==> config.mk <==
export PLATFORM = sky130hd
export DESIGN_NAME = id3v2_tag_text_extractor_unit_flat
export DESIGN_NICKNAME = d
export VERILOG_FILES = /design/src/rtl/core/id3tx_pkg.sv /design/src/rtl/core/id3tx_ifs.sv /design/src/rtl/core/id3v2_tag_text_extractor_unit.sv /design/src/rtl/core/id3tx_parser.sv /design/src/flat_wrapper.sv
export SDC_FILE = /design/constraint.sdc
export NUM_CORES = 1
export LEC_CHECK = 0
export ABC_CLOCK_PERIOD_IN_PS = 10300
export CAP_MARGIN = 10
export CORE_MARGIN = 3
export CORE_UTILIZATION = 30
export CTS_BUF_LIST = sky130_fd_sc_hd__clkbuf_4 sky130_fd_sc_hd__clkbuf_8
export CTS_CLUSTER_SIZE = 30
export DETAILED_ROUTE_END_ITERATION = 10
export DONT_BUFFER_PORTS = 1
export SLEW_MARGIN = 20
export SYNTH_ARGS = -nofsm -noshare
export SYNTH_HDL_FRONTEND = slang
export SYNTH_SLANG_ARGS = --single-unit
==> constraint.sdc <==
create_clock -name clk -period 10.3 [get_ports clk]
set_clock_uncertainty 0.1 [all_clocks]
set_input_delay 0.515 -clock clk [delete_from_list [all_inputs] [get_ports clk]]
set_output_delay 0.515 -clock clk [all_outputs]
set_load 0.02 [all_outputs]
==> src/rtl/core/id3tx_pkg.sv <==
package id3tx_pkg;

  localparam int CFG_W    = 28;
  localparam int TEXT_MAX = 94;

  localparam logic [27:0] MAX_TAG_RST = 28'd65536;
  localparam logic [27:0] HDR_BYTES   = 28'd10;
  localparam logic [7:0]  VER_SYNCHSAFE = 8'd4;

  localparam logic [7:0] MAGIC_0 = 8'h49;
  localparam logic [7:0] MAGIC_1 = 8'h44;
  localparam logic [7:0] MAGIC_2 = 8'h33;

  localparam logic [31:0] ID_TIT2 = 32'h5449_5432;
  localparam logic [31:0] ID_TPE1 = 32'h5450_4531;
  localparam logic [31:0] ID_TALB = 32'h5441_4C42;

  localparam logic [3:0] IDX_MAGIC_0 = 4'd0;
  localparam logic [3:0] IDX_MAGIC_1 = 4'd1;
  localparam logic [3:0] IDX_MAGIC_2 = 4'd2;
  localparam logic [3:0] IDX_VERSION = 4'd3;
  localparam logic [3:0] IDX_FRM_ID  = 4'd3;
  localparam logic [3:0] IDX_FRM_SZ  = 4'd7;
  localparam logic [3:0] IDX_LAST    = 4'd9;

  localparam logic [1:0] KIND_NONE = 2'd0;
  localparam logic [1:0] KIND_TIT2 = 2'd1;
  localparam logic [1:0] KIND_TPE1 = 2'd2;
  localparam logic [1:0] KIND_TALB = 2'd3;

  localparam logic [2:0] ST_WALKED     = 3'd0;
  localparam logic [2:0] ST_NO_MAGIC   = 3'd1;
  localparam logic [2:0] ST_BAD_TAG_SZ = 3'd2;
  localparam logic [2:0] ST_PADDING    = 3'd3;
  localparam logic [2:0] ST_BAD_FRM_SZ = 3'd4;

  typedef enum logic [2:0] {
    PH_IDLE     = 3'd0,
    PH_TAGHDR   = 3'd1,
    PH_FRAMEHDR = 3'd2,
    PH_BODY     = 3'd3,
    PH_DONE     = 3'd4
  } id3tx_phase_t;

  typedef struct packed {
    id3tx_phase_t phase;
    logic [3:0]   byte_index;
    logic [31:0]  header_shift;
    logic         ver4;
    logic [27:0]  tag_size;
    logic [27:0]  consumed;
    logic [31:0]  frame_size;
    logic [27:0]  frame_offset;
    logic [1:0]   frame_kind;
    logic [2:0]   done_flags;
    logic         text_stopped;
    logic         text_nonempty;
  } id3tx_state_t;

  typedef struct packed {
    logic [1:0] field_id;
    logic [7:0] text_byte;
    logic       byte_valid;
    logic       field_end;
    logic       done_res;
    logic [2:0] status;
  } id3tx_res_t;

  function automatic logic [27:0] synchsafe(input logic [31:0] v);
    return {v[30:24], v[22:16], v[14:8], v[6:0]};
  endfunction

endpackage

==> src/rtl/core/id3tx_ifs.sv <==
interface id3tx_in_if;
  logic       valid;
  logic       ready;
  logic [7:0] data_byte;
  logic       file_start;

  modport source (output valid, output data_byte, output file_start, input ready);
  modport sink (input valid, input data_byte, input file_start, output ready);
endinterface

interface id3tx_out_if;
  logic       valid;
  logic       ready;
  logic [1:0] field_id;
  logic [7:0] text_byte;
  logic       byte_valid;
  logic       field_end;
  logic       done_res;
  logic [2:0] status;

  modport source (output valid, output field_id, output text_byte, output byte_valid,
                  output field_end, output done_res, output status, input ready);
  modport sink (input valid, input field_id, input text_byte, input byte_valid,
                input field_end, input done_res, input status, output ready);
endinterface

==> src/rtl/core/id3v2_tag_text_extractor_unit.sv <==
// Channel   Direction  Word contents
// in_word   sink       data_byte[7:0], file_start
// out_word  source     field_id[1:0], text_byte[7:0], byte_valid, field_end,
//                      done_res, status[2:0]
// cfg       write      cfg_wr_en, cfg_wr_data[27:0] (largest accepted tag size)
//
// One input word is taken per cycle while the output is not stalled; its result,
// if any, appears in the output register on the next cycle.
// The single parser state register, fed back through its update logic, sets this rate.
// Reset is synchronous and active low; the size limit returns to 65536 and the
// parser waits for a word flagged as the start of a file.
// A stalled output holds its word and blocks input until it is taken.
module id3v2_tag_text_extractor_unit (
  input  logic                         clk,
  input  logic                         rst_n,
  id3tx_in_if.sink                     in_word,
  id3tx_out_if.source                  out_word,
  input  logic                         cfg_wr_en,
  input  logic [id3tx_pkg::CFG_W-1:0]  cfg_wr_data
);
  import id3tx_pkg::*;

  logic [CFG_W-1:0] max_tag_r;
  logic             out_valid_r;
  logic             out_valid_nxt;
  id3tx_res_t       out_res_r;
  id3tx_res_t       step_res;
  logic             step_emit;
  logic             accept;

  assign in_word.ready = !out_valid_r || out_word.ready;
  assign accept        = in_word.valid && in_word.ready;

  id3tx_parser u_parser (
    .clk           (clk),
    .rst_n         (rst_n),
    .step_en       (accept),
    .data_byte     (in_word.data_byte),
    .file_start    (in_word.file_start),
    .max_tag_bytes (max_tag_r),
    .emit          (step_emit),
    .res           (step_res)
  );

  always_ff @(posedge clk) begin
    if (!rst_n) begin
      max_tag_r <= MAX_TAG_RST;
    end else if (cfg_wr_en) begin
      max_tag_r <= cfg_wr_data;
    end
  end

  always_comb begin
    out_valid_nxt = out_valid_r;
    if (accept) begin
      out_valid_nxt = step_emit;
    end else if (out_word.ready) begin
      out_valid_nxt = 1'b0;
    end
  end

  always_ff @(posedge clk) begin
    if (!rst_n) begin
      out_valid_r <= 1'b0;
    end else begin
      out_valid_r <= out_valid_nxt;
    end
  end

  always_ff @(posedge clk) begin
    if (accept && step_emit) begin
      out_res_r <= step_res;
    end
  end

  assign out_word.valid      = out_valid_r;
  assign out_word.field_id   = out_res_r.field_id;
  assign out_word.text_byte  = out_res_r.text_byte;
  assign out_word.byte_valid = out_res_r.byte_valid;
  assign out_word.field_end  = out_res_r.field_end;
  assign out_word.done_res   = out_res_r.done_res;
  assign out_word.status     = out_res_r.status;

`ifndef SYNTHESIS
  a_emit_shows: assert property (@(posedge clk) disable iff (!rst_n)
    (accept && step_emit) |=> out_valid_r)
    else $error("accepted word with a result did not show it");

  a_silent_clears: assert property (@(posedge clk) disable iff (!rst_n)
    (accept && !step_emit) |=> !out_valid_r)
    else $error("word without a result left the output valid");

  a_stall_blocks: assert property (@(posedge clk) disable iff (!rst_n)
    (out_valid_r && !out_word.ready) |-> !in_word.ready)
    else $error("input taken while the output is stalled");

  a_char_nonzero: assert property (@(posedge clk) disable iff (!rst_n)
    (out_valid_r && out_res_r.byte_valid) |-> (out_res_r.text_byte != 8'd0 &&
                                               out_res_r.field_id != KIND_TALB))
    else $error("text character word carries a NUL or a bad field");
`endif

endmodule

==> src/rtl/core/id3tx_parser.sv <==
module id3tx_parser (
  input  logic                          clk,
  input  logic                          rst_n,
  input  logic                          step_en,
  input  logic [7:0]                    data_byte,
  input  logic                          file_start,
  input  logic [id3tx_pkg::CFG_W-1:0]   max_tag_bytes,
  output logic                          emit,
  output id3tx_pkg::id3tx_res_t         res
);
  import id3tx_pkg::*;

  id3tx_state_t state_r;
  id3tx_state_t state_nxt;

  id3tx_state_t s;
  logic [31:0]  hs;
  logic [27:0]  ts;
  logic [27:0]  cons;
  logic [27:0]  rem;
  logic [28:0]  cons_end;
  logic [1:0]   fid;
  logic         last;
  logic         dn;
  logic [2:0]   st;

  always_ff @(posedge clk) begin
    if (!rst_n) begin
      state_r <= '0;
    end else if (step_en) begin
      state_r <= state_nxt;
    end
  end

  always_comb begin
    s = state_r;
    if (file_start) begin
      s       = '0;
      s.phase = PH_TAGHDR;
    end
    state_nxt = s;
    res       = '0;
    emit      = 1'b0;
    dn        = 1'b0;
    st        = ST_WALKED;
    hs        = {s.header_shift[23:0], data_byte};
    ts        = synchsafe(hs);
    cons      = s.consumed + HDR_BYTES;
    rem       = s.tag_size - cons;
    fid       = s.frame_kind - 2'd1;
    last      = (s.frame_offset == (s.frame_size[27:0] - 28'd1));
    cons_end  = {1'b0, s.consumed} + {1'b0, s.frame_size[27:0]};

    case (s.phase)
      PH_TAGHDR: begin
        state_nxt.header_shift = hs;
        if ((s.byte_index == IDX_MAGIC_0 && data_byte != MAGIC_0) ||
            (s.byte_index == IDX_MAGIC_1 && data_byte != MAGIC_1) ||
            (s.byte_index == IDX_MAGIC_2 && data_byte != MAGIC_2)) begin
          dn = 1'b1;
          st = ST_NO_MAGIC;
        end else if (s.byte_index == IDX_VERSION) begin
          state_nxt.ver4 = (data_byte >= VER_SYNCHSAFE);
        end else if (s.byte_index == IDX_LAST) begin
          state_nxt.tag_size = ts;
          state_nxt.consumed = '0;
          if (ts == 28'd0 || ts > max_tag_bytes) begin
            dn = 1'b1;
            st = ST_BAD_TAG_SZ;
          end else if (ts < HDR_BYTES) begin
            dn = 1'b1;
            st = ST_WALKED;
          end else begin
            state_nxt.phase = PH_FRAMEHDR;
          end
        end
        state_nxt.byte_index = s.byte_index + 4'd1;
        if (state_nxt.phase == PH_FRAMEHDR) begin
          state_nxt.byte_index = '0;
        end
      end
      PH_FRAMEHDR: begin
        state_nxt.header_shift = hs;
        if (s.byte_index == IDX_FRM_ID) begin
          if (hs[31:24] == 8'd0 || hs[23:16] == 8'd0 || hs[15:8] == 8'd0 ||
              hs[7:0] == 8'd0) begin
            dn = 1'b1;
            st = ST_PADDING;
          end
          if (hs == ID_TIT2) begin
            state_nxt.frame_kind = KIND_TIT2;
          end else if (hs == ID_TPE1) begin
            state_nxt.frame_kind = KIND_TPE1;
          end else if (hs == ID_TALB) begin
            state_nxt.frame_kind = KIND_TALB;
          end else begin
            state_nxt.frame_kind = KIND_NONE;
          end
        end else if (s.byte_index == IDX_FRM_SZ) begin
          state_nxt.frame_size = s.ver4 ? {4'd0, ts} : hs;
        end else if (s.byte_index == IDX_LAST) begin
          state_nxt.consumed = cons;
          if (s.frame_size == 32'd0 || s.frame_size > {4'd0, rem}) begin
            dn = 1'b1;
            st = ST_BAD_FRM_SZ;
          end else begin
            state_nxt.phase         = PH_BODY;
            state_nxt.frame_offset  = '0;
            state_nxt.text_stopped  = 1'b0;
            state_nxt.text_nonempty = 1'b0;
          end
        end
        state_nxt.byte_index = s.byte_index + 4'd1;
      end
      PH_BODY: begin
        if (s.frame_kind != KIND_NONE && !s.done_flags[fid] && !s.text_stopped &&
            s.frame_offset != 28'd0) begin
          if (data_byte == 8'd0) begin
            state_nxt.text_stopped = 1'b1;
            if (s.text_nonempty) begin
              emit                      = 1'b1;
              res.field_id              = fid;
              res.field_end             = 1'b1;
              state_nxt.done_flags[fid] = 1'b1;
            end
          end else begin
            emit                    = 1'b1;
            res.field_id            = fid;
            res.text_byte           = data_byte;
            res.byte_valid          = 1'b1;
            state_nxt.text_nonempty = 1'b1;
            if (s.frame_offset >= 28'(TEXT_MAX) || last) begin
              res.field_end             = 1'b1;
              state_nxt.text_stopped    = 1'b1;
              state_nxt.done_flags[fid] = 1'b1;
            end
          end
        end
        if (last) begin
          state_nxt.consumed = cons_end[27:0];
          if (cons_end + {1'b0, HDR_BYTES} > {1'b0, s.tag_size}) begin
            dn = 1'b1;
            st = ST_WALKED;
          end else begin
            state_nxt.phase      = PH_FRAMEHDR;
            state_nxt.byte_index = '0;
          end
        end else begin
          state_nxt.frame_offset = s.frame_offset + 28'd1;
        end
      end
      default: begin
        state_nxt = s;
      end
    endcase

    if (dn) begin
      state_nxt.phase = PH_DONE;
      emit            = 1'b1;
      res.done_res    = 1'b1;
      res.status      = st;
    end
  end

endmodule

==> src/flat_wrapper.sv <==
// flat-port wrapper written by rule: the top's interface ports become plain ports
module id3v2_tag_text_extractor_unit_flat import id3tx_pkg::*;
  (clk, rst_n, cfg_wr_en, cfg_wr_data, in_word_valid, in_word_data_byte, in_word_file_start, in_word_ready, out_word_valid, out_word_field_id, out_word_text_byte, out_word_byte_valid, out_word_field_end, out_word_done_res, out_word_status, out_word_ready);
  id3tx_in_if in_word_i ();
  id3tx_out_if out_word_i ();
  input  logic clk;
  input  logic rst_n;
  input  logic cfg_wr_en;
  input  logic [id3tx_pkg::CFG_W-1:0] cfg_wr_data;
  input wire logic [$bits(in_word_i.valid)-1:0] in_word_valid;
  input wire logic [$bits(in_word_i.data_byte)-1:0] in_word_data_byte;
  input wire logic [$bits(in_word_i.file_start)-1:0] in_word_file_start;
  output wire logic [$bits(in_word_i.ready)-1:0] in_word_ready;
  output wire logic [$bits(out_word_i.valid)-1:0] out_word_valid;
  output wire logic [$bits(out_word_i.field_id)-1:0] out_word_field_id;
  output wire logic [$bits(out_word_i.text_byte)-1:0] out_word_text_byte;
  output wire logic [$bits(out_word_i.byte_valid)-1:0] out_word_byte_valid;
  output wire logic [$bits(out_word_i.field_end)-1:0] out_word_field_end;
  output wire logic [$bits(out_word_i.done_res)-1:0] out_word_done_res;
  output wire logic [$bits(out_word_i.status)-1:0] out_word_status;
  input wire logic [$bits(out_word_i.ready)-1:0] out_word_ready;
  assign in_word_i.valid = in_word_valid;
  assign in_word_i.data_byte = in_word_data_byte;
  assign in_word_i.file_start = in_word_file_start;
  assign in_word_ready = in_word_i.ready;
  assign out_word_valid = out_word_i.valid;
  assign out_word_field_id = out_word_i.field_id;
  assign out_word_text_byte = out_word_i.text_byte;
  assign out_word_byte_valid = out_word_i.byte_valid;
  assign out_word_field_end = out_word_i.field_end;
  assign out_word_done_res = out_word_i.done_res;
  assign out_word_status = out_word_i.status;
  assign out_word_i.ready = out_word_ready;
  id3v2_tag_text_extractor_unit u_core (.clk(clk), .rst_n(rst_n), .in_word(in_word_i), .out_word(out_word_i), .cfg_wr_en(cfg_wr_en), .cfg_wr_data(cfg_wr_data));
endmodule
* Yosys cells after proc, flatten, opt, wreduce, memory -nomap -nowiden
Cells that the tools add are included.
** Cells by class
- Add/subtract/negate cells :: 8
- $lt $le $gt $ge :: 8
- Equality and inequality tests :: 16
- Mux-type cells :: 91
- Bitwise logic cells :: 3
- Reduce and logical (&&, ||, !) cells :: 34
** Operator list (number)
- two-way mux 28 bit :: 7
- two-way mux 163 bit :: 1
- two-way mux 56 bit :: 2
- equality test 32 x 31 -> 1 bit (second input constant) :: 3
- two-way mux 32 bit :: 3
- two-way mux 88 bit :: 1
- case mux 28 bit (3 select lines) :: 1
- two-way mux 57 bit :: 1
- case mux 28 bit (2 select lines) :: 1
- two-way mux 3 bit :: 17
- greater-than comparator 32 x 28 -> 1 bit :: 1
- zero test 32 bit :: 1
- zero test 8 bit :: 4
- two-way mux 2 bit :: 16
- adder 28 x 28 -> 29 bit :: 1
- adder 29 x 4 -> 29 bit (second input constant) :: 1
- greater-than comparator 29 x 28 -> 1 bit :: 1
- two-way mux 29 bit :: 1
- adder 28 x 1 -> 28 bit (second input constant) :: 1
- adder 28 x 4 -> 28 bit (second input constant) :: 1
- equality test 28 bit :: 1
- greater-or-equal comparator 28 x 7 -> 1 bit (second input constant) :: 1
- greater-than comparator 28 bit :: 1
- zero test 28 bit :: 1
- 38 further kinds :: 91
** Word-level totals
- Register bits after elaboration :: 200
- Input bits :: 42
- Output and inout port bits :: 18
- Word-level logic and storage cells :: 180

* Logic depth before layout (Yosys ltp)
- Depth after elaboration :: 12
- Depth in mapped cells :: 43
- Mapped depth without buffers :: 33

* Modules after synthesis
Synthesis repeated with hierarchy kept, for this count alone.
** Unflattened totals
- Cell total of the unflattened synthesis :: 2262
- Area total of the unflattened synthesis :: 17275.3 sq um
** Modules (own cells, without submodules)
- id3tx_parser :: instances 1, cells each 2150, area an instance 15667.5 sq um, sequential area each 3103.0 sq um
- id3v2_tag_text_extractor_unit :: instances 1, cells each 112, area an instance 1607.8 sq um, sequential area each 1061.0 sq um

* Worst setup path after synthesis
OpenSTA, ideal clock, no wires.
- Path type :: in2reg
- Start :: input port in_word_file_start
- End :: register u_core.out_res_r (netlist bit u_core.out_word.byte_valid) (enable)
- Library setup time :: 0.394 ns
- Data arrival time :: 8.614 ns
- Required time :: 9.806 ns
- Path slack :: 1.192 ns
- Stages on the path :: 37
- Buffers on the path :: 9
- Path through :: buf_2 > clkbuf_1 > clkbuf_1 > clkbuf_1 > buf_1 > clkbuf_1 > clkbuf_1 > clkbuf_1 > nor2b_1 > ha_1 > o21ai_0 > and4bb_2 > and3_1 > clkbuf_1 > and3_1 > and3_1 > xor2_1 > nand2_1 > ha_1 > or2_2 > a21oi_1 > a311oi_1 > o21ai_0 > a21oi_1 > nand3b_1 > a31o_2 > a21oi_1 > xnor2_1 > ha_1 > nand4_1 > nor4_1 > a21oi_1 > o32ai_1 > nor2b_1 > nor3_1 > o21a_2 > a21oi_1
** On the way
- Cells in the longest elaborated chain, start to end :: 12
- Elaborated cells between the ends (all ways) :: 64
- Those cells by class :: 6 x add/sub; 4 x order compare; 9 x eq/ne; 21 x mux; 24 x reduce/logical
** RTL lines
- from (decl) :: RTL line flat_wrapper.sv:12 : input wire logic [$bits(in_word_i.file_start)-1:0] in_word_file_start;
- two-way mux 163 bit * :: RTL line id3tx_parser.sv:37 : if (file_start) begin
- adder 28 x 4 -> 28 bit / subtractor 2 x 1 -> 2 bit (equally long branches) :: RTL line id3tx_parser.sv:48, id3tx_parser.sv:50
- subtractor 28 bit / binary-select mux 1 bit (select 2 bit) (equally long branches) :: RTL line id3tx_parser.sv:49, id3tx_parser.sv:116
- greater-than comparator 32 x 28 -> 1 bit / two-way mux 1 bit (equally long branches) :: RTL line id3tx_parser.sv:103, id3tx_parser.sv:116
- logical OR 1 bit / zero test 1 bit (equally long branches) :: RTL line id3tx_parser.sv:103, id3tx_parser.sv:116
- two-way mux 1 bit / logical AND 1 bit (equally long branches) :: RTL line id3tx_parser.sv:103, id3tx_parser.sv:116
- two-way mux 1 bit / logical AND 1 bit (equally long branches) :: RTL line id3tx_parser.sv:101, id3tx_parser.sv:116
- two-way mux 1 bit / logical AND 1 bit (equally long branches) :: RTL line id3tx_parser.sv:99, id3tx_parser.sv:116
- two-way mux 1 bit (on tied branches) :: RTL line id3tx_parser.sv:84, id3tx_parser.sv:116
- case mux 1 bit (3 select lines) / two-way mux 1 bit (equally long branches) :: RTL line id3tx_parser.sv:54 : case (s.phase)
- two-way mux 1 bit * :: RTL line id3tx_parser.sv:157 : if (dn) begin
- logical AND 1 bit * :: RTL line id3v2_tag_text_extractor_unit.sv:71 : if (accept && step_emit) begin
- to (signal assigned) :: RTL line id3v2_tag_text_extractor_unit.sv:72 : out_res_r <= step_res;
- to (decl) :: RTL line id3v2_tag_text_extractor_unit.sv:26 : id3tx_res_t out_res_r;
Every way passes the cells marked *; elsewhere a longest branch is shown, timed or not. The select of a mux whose other input is x is not followed.
A chain may end at the register's enable or synchronous reset.

* Worst setup path after layout
- Start :: register u_core.u_parser.state_r[68] in the netlist's numbering
- End :: register u_core.u_parser.state_r[22] in the netlist's numbering
** On the way
- Cells in the longest elaborated chain, start to end :: 10
** RTL lines
- from (decl) :: RTL line id3tx_parser.sv:13 : id3tx_state_t state_r;
- from (signal assigned) :: RTL line id3tx_parser.sv:31 : state_r <= state_nxt;
- two-way mux 163 bit :: RTL line id3tx_parser.sv:37
- adder 28 x 4 -> 28 bit :: RTL line id3tx_parser.sv:48 : cons = s.consumed + HDR_BYTES;
- subtractor 28 bit :: RTL line id3tx_parser.sv:49 : rem = s.tag_size - cons;
- greater-than comparator 32 x 28 -> 1 bit :: RTL line id3tx_parser.sv:103 : if (s.frame_size == 32'd0 || s.frame_size > {4'd0, rem}) begin
- logical OR 1 bit :: RTL line id3tx_parser.sv:103
- two-way mux 28 bit :: RTL line id3tx_parser.sv:103
- two-way mux 28 bit :: RTL line id3tx_parser.sv:101 : end else if (s.byte_index == IDX_LAST) begin
- two-way mux 28 bit :: RTL line id3tx_parser.sv:99 : end else if (s.byte_index == IDX_FRM_SZ) begin
- two-way mux 88 bit :: RTL line id3tx_parser.sv:84 : if (s.byte_index == IDX_FRM_ID) begin
- case mux 28 bit (2 select lines) :: RTL line id3tx_parser.sv:54
Every way passes these cells. The select of a mux whose other input is x is not followed.

==> impl_metrics.ini <==
[detailed_routing]
first_iter_violations = 1939
routed_wirelength_um = 61160
routed_wire_length_per_instance_um = 20.74
route.detailed.drc = 0
ant_nets = 0
firstDrtPassIters = 5
vias = 16920
via_per_inst = 5.738

[synthesis]
ys_types = 92
synth-edff-count = 16
yosys_most_used_dff = dfxtp_1
ys.warnings.count = 0
syn-num-nets = 2471
yosys.area.top_type = dfxtp_1
ys_ff_latch = 200
netlist_instances = 2273
yosys-top-cells-area = dfxtp_1 22%, ha_1 11%, nand2_1 5.4%, nor2_1 5.2%, a21oi_1 5.2%
synth-seq-area-share_pct = 24.45
netlist_area_um2 = 17030
syn_area_per_cell_um2 = 7.492
async_reset_ff_share_pct = 0
synth_top_area_share_pct = 21.63

[flow_run]
drv_cap = 0

[clock_tree]
h-tree-depth = 4
post_cts_resized = 0
root_buffer = clkbuf_8
cts_tree = built
clock_latency_ps = 520
cts.sinks = 200
cts_buffers = 17
cts_buffer_depth = 2
clk_pin_slew_ps = 120

[sta]
maxSlewViolCount = 0
fin_crit_sh_pct = 75.78
final.setup.tns_ps = 0
post-route-min-period_ps = 7805
finalSetupViolations = 0
slew_headroom_pct = 24.87
tightest_slew_ps = 1099
hold_violations = 0
rsz0062_at_grt = no
timing.fmax_mhz = 128.1

[placement]
port-buffer-count = 0
dp_hpwl_um = 45980
place.gp.congestion = 0.9218

[power_and_ir_drop]
leakage_nw = 7.190
p_per_area_nw_per_um2 = 83.37
peakVddDrop_v = 0.0001371
power_mw = 1.505

[cells_and_area]
syn2layout_area_growth_pct = 5.974
utilization_pct = 32.44
layout_common_cells = 244 x nand2_1, 238 x nor2_1, 183 x dfxtp_1, 176 x a21oi_1, 154 x ha_1
layout-drive-gt1-share_pct = 5.091
layout.nets = 2385
final_common_cell = nand2_1

[grt]
antenna_found_initial = 2
grt_pass1_vias = 16220
track_usage_pct = 19.93
grt_overflow = 0
grt_pass1_wl_um = 94390
grt_max_degree = 137

[floorplanning]
pin_count = 60
rows = 86
die_x_um = 244.3
die_area_um2 = 59660
die_h_um = 244.3
initial_core_util_pct = 30.61
core-area_um2 = 55630

[critical_path]
worstPathArrival_ps = 8130
r2r_cells = 31
max_stage_delay_ps = 550
crit_slowest_cell = nor2b_1
crit_path_start_kind = register
cp_top_family = simple AND/OR/NAND/NOR gates
path_depth = 31
crit_top_cell = a21oi_1
path_buf_inv = 1
critPathKind = register to register
worstPathMaxFanout = 14
end_kind = register
worstPathRequired_ps = 10630

[outcome]
outcome = finished clean

[hold_path]
hold_class = primary input to register
hold_path_depth = 2
## registers in the layout (all words and copies together), names as in the netlist
name and flops:
u_core.u_parser.state_r 155, u_core.out_word.field_id 2, u_core.out_word.field_end 1, u_core.out_word.status 3
u_core.out_word.valid 1, u_core.out_word.byte_valid 1, u_core.out_word.done_res 1, u_core.out_word.text_byte 8
u_core.max_tag_r 28
## worst paths after layout
path                            slack [ps]                                startpoint                                   endpoint
worst max register to register        2490  u_core.u_parser.state_r[68]$_SDFFE_PN0P_   u_core.u_parser.state_r[22]$_SDFFE_PN0P_
worst max-delay path                  2490  u_core.u_parser.state_r[68]$_SDFFE_PN0P_   u_core.u_parser.state_r[22]$_SDFFE_PN0P_
worst min register to register         370  u_core.u_parser.state_r[79]$_SDFFE_PN0P_   u_core.u_parser.state_r[79]$_SDFFE_PN0P_
worst min-delay path                    30                      in_word_data_byte[2]  u_core.u_parser.state_r[126]$_SDFFE_PN0P_
## cells in the mapped netlist (all sizes together) (6+ instances only)
| library cell | number |
|---|---|
| nor4 | 22 |
| or4 | 13 |
| inv | 105 |
| and3 | 20 |
| a31oi | 26 |
| o21bai | 7 |
| a211oi | 15 |
| buf | 21 |
| o2111ai | 6 |
| clkbuf | 106 |
| a21o | 24 |
| o211ai | 13 |
| xnor2 | 97 |
| o21a | 20 |
| nor2 | 240 |
| nor3b | 6 |
| or3 | 10 |
| mux2 | 18 |
| nand2 | 245 |
| edfxtp | 16 |
| ha | 154 |
| nor2b | 86 |
| a22oi | 69 |
| a21oi | 180 |
| o41ai | 8 |
| o22ai | 6 |
| a2111oi | 6 |
| nand3b | 9 |
| nand3 | 65 |
| nand2b | 15 |
| o31ai | 19 |
| xor2 | 57 |
| o32ai | 6 |
| dfxtp | 184 |
| mux2i | 31 |
| o21ai | 149 |
| and2 | 29 |
| or2 | 8 |
| nor3 | 49 |
| and4 | 8 |
| nand4 | 43 |
## logic make-up after synthesis
group	Yosys count	synth area share, %
and+or+nand+nor	882	25.55
AOI/OAI and AO/OA	597	22.01
buffers and inverters	233	5.378
DFF	200	24.45
adders and majority gates	158	11.68
xor gates and xnor gates	154	7.921
muxes	49	3.012
## final cells by class
class                   count  area [um2]
well taps                 748       935.9
repair buffers             22       177.7
inverters                 106       400.4
flip-flops and latches    200        4165
multi-input cells        1840       11980
diodes                      1       2.502
clock buffers              18       247.7
fillers                  5989       37580
clock inverters            14       135.1
## what timing repair did
action,CTS,global route
hold buffers,2,3
endpoints found under the setup margin,0,0
setup buffers,0,0
hold endpoints to repair,2,1
## metrics by stage
step	instances	worst slack (ps)	hold WS (ps)	area, um2
floorplan	2273	1192	317.3	17030
global placement	2911	2553	330.3	17590
detailed placement	2911	2448	339.9	17610
CTS	2945	2546	2.625	18010
global route	2949	1805	4.355	18050
finish	2949	2495	32.22	18050
## per-layer routing
layer,GRT usage (%),up-vias,routed length (um)
met5,0,-,0
li1,-,7951,-
met4,6.744,0,1825
met1,27.29,8149,27500
met3,3.213,105,4578
met2,31.77,715,27260
## power by group
| group | internal [mW] | switching, mW | leakage, nW |
|---|---|---|---|
| logic | 0.0557 | 0.114 | 5.35 |
| clock network | 0.184 | 0.331 | 0.193 |
| registers | 0.801 | 0.0198 | 1.64 |
| total | 1.04 | 0.464 | 7.19 |
Power figures use the tool's default switching activity.
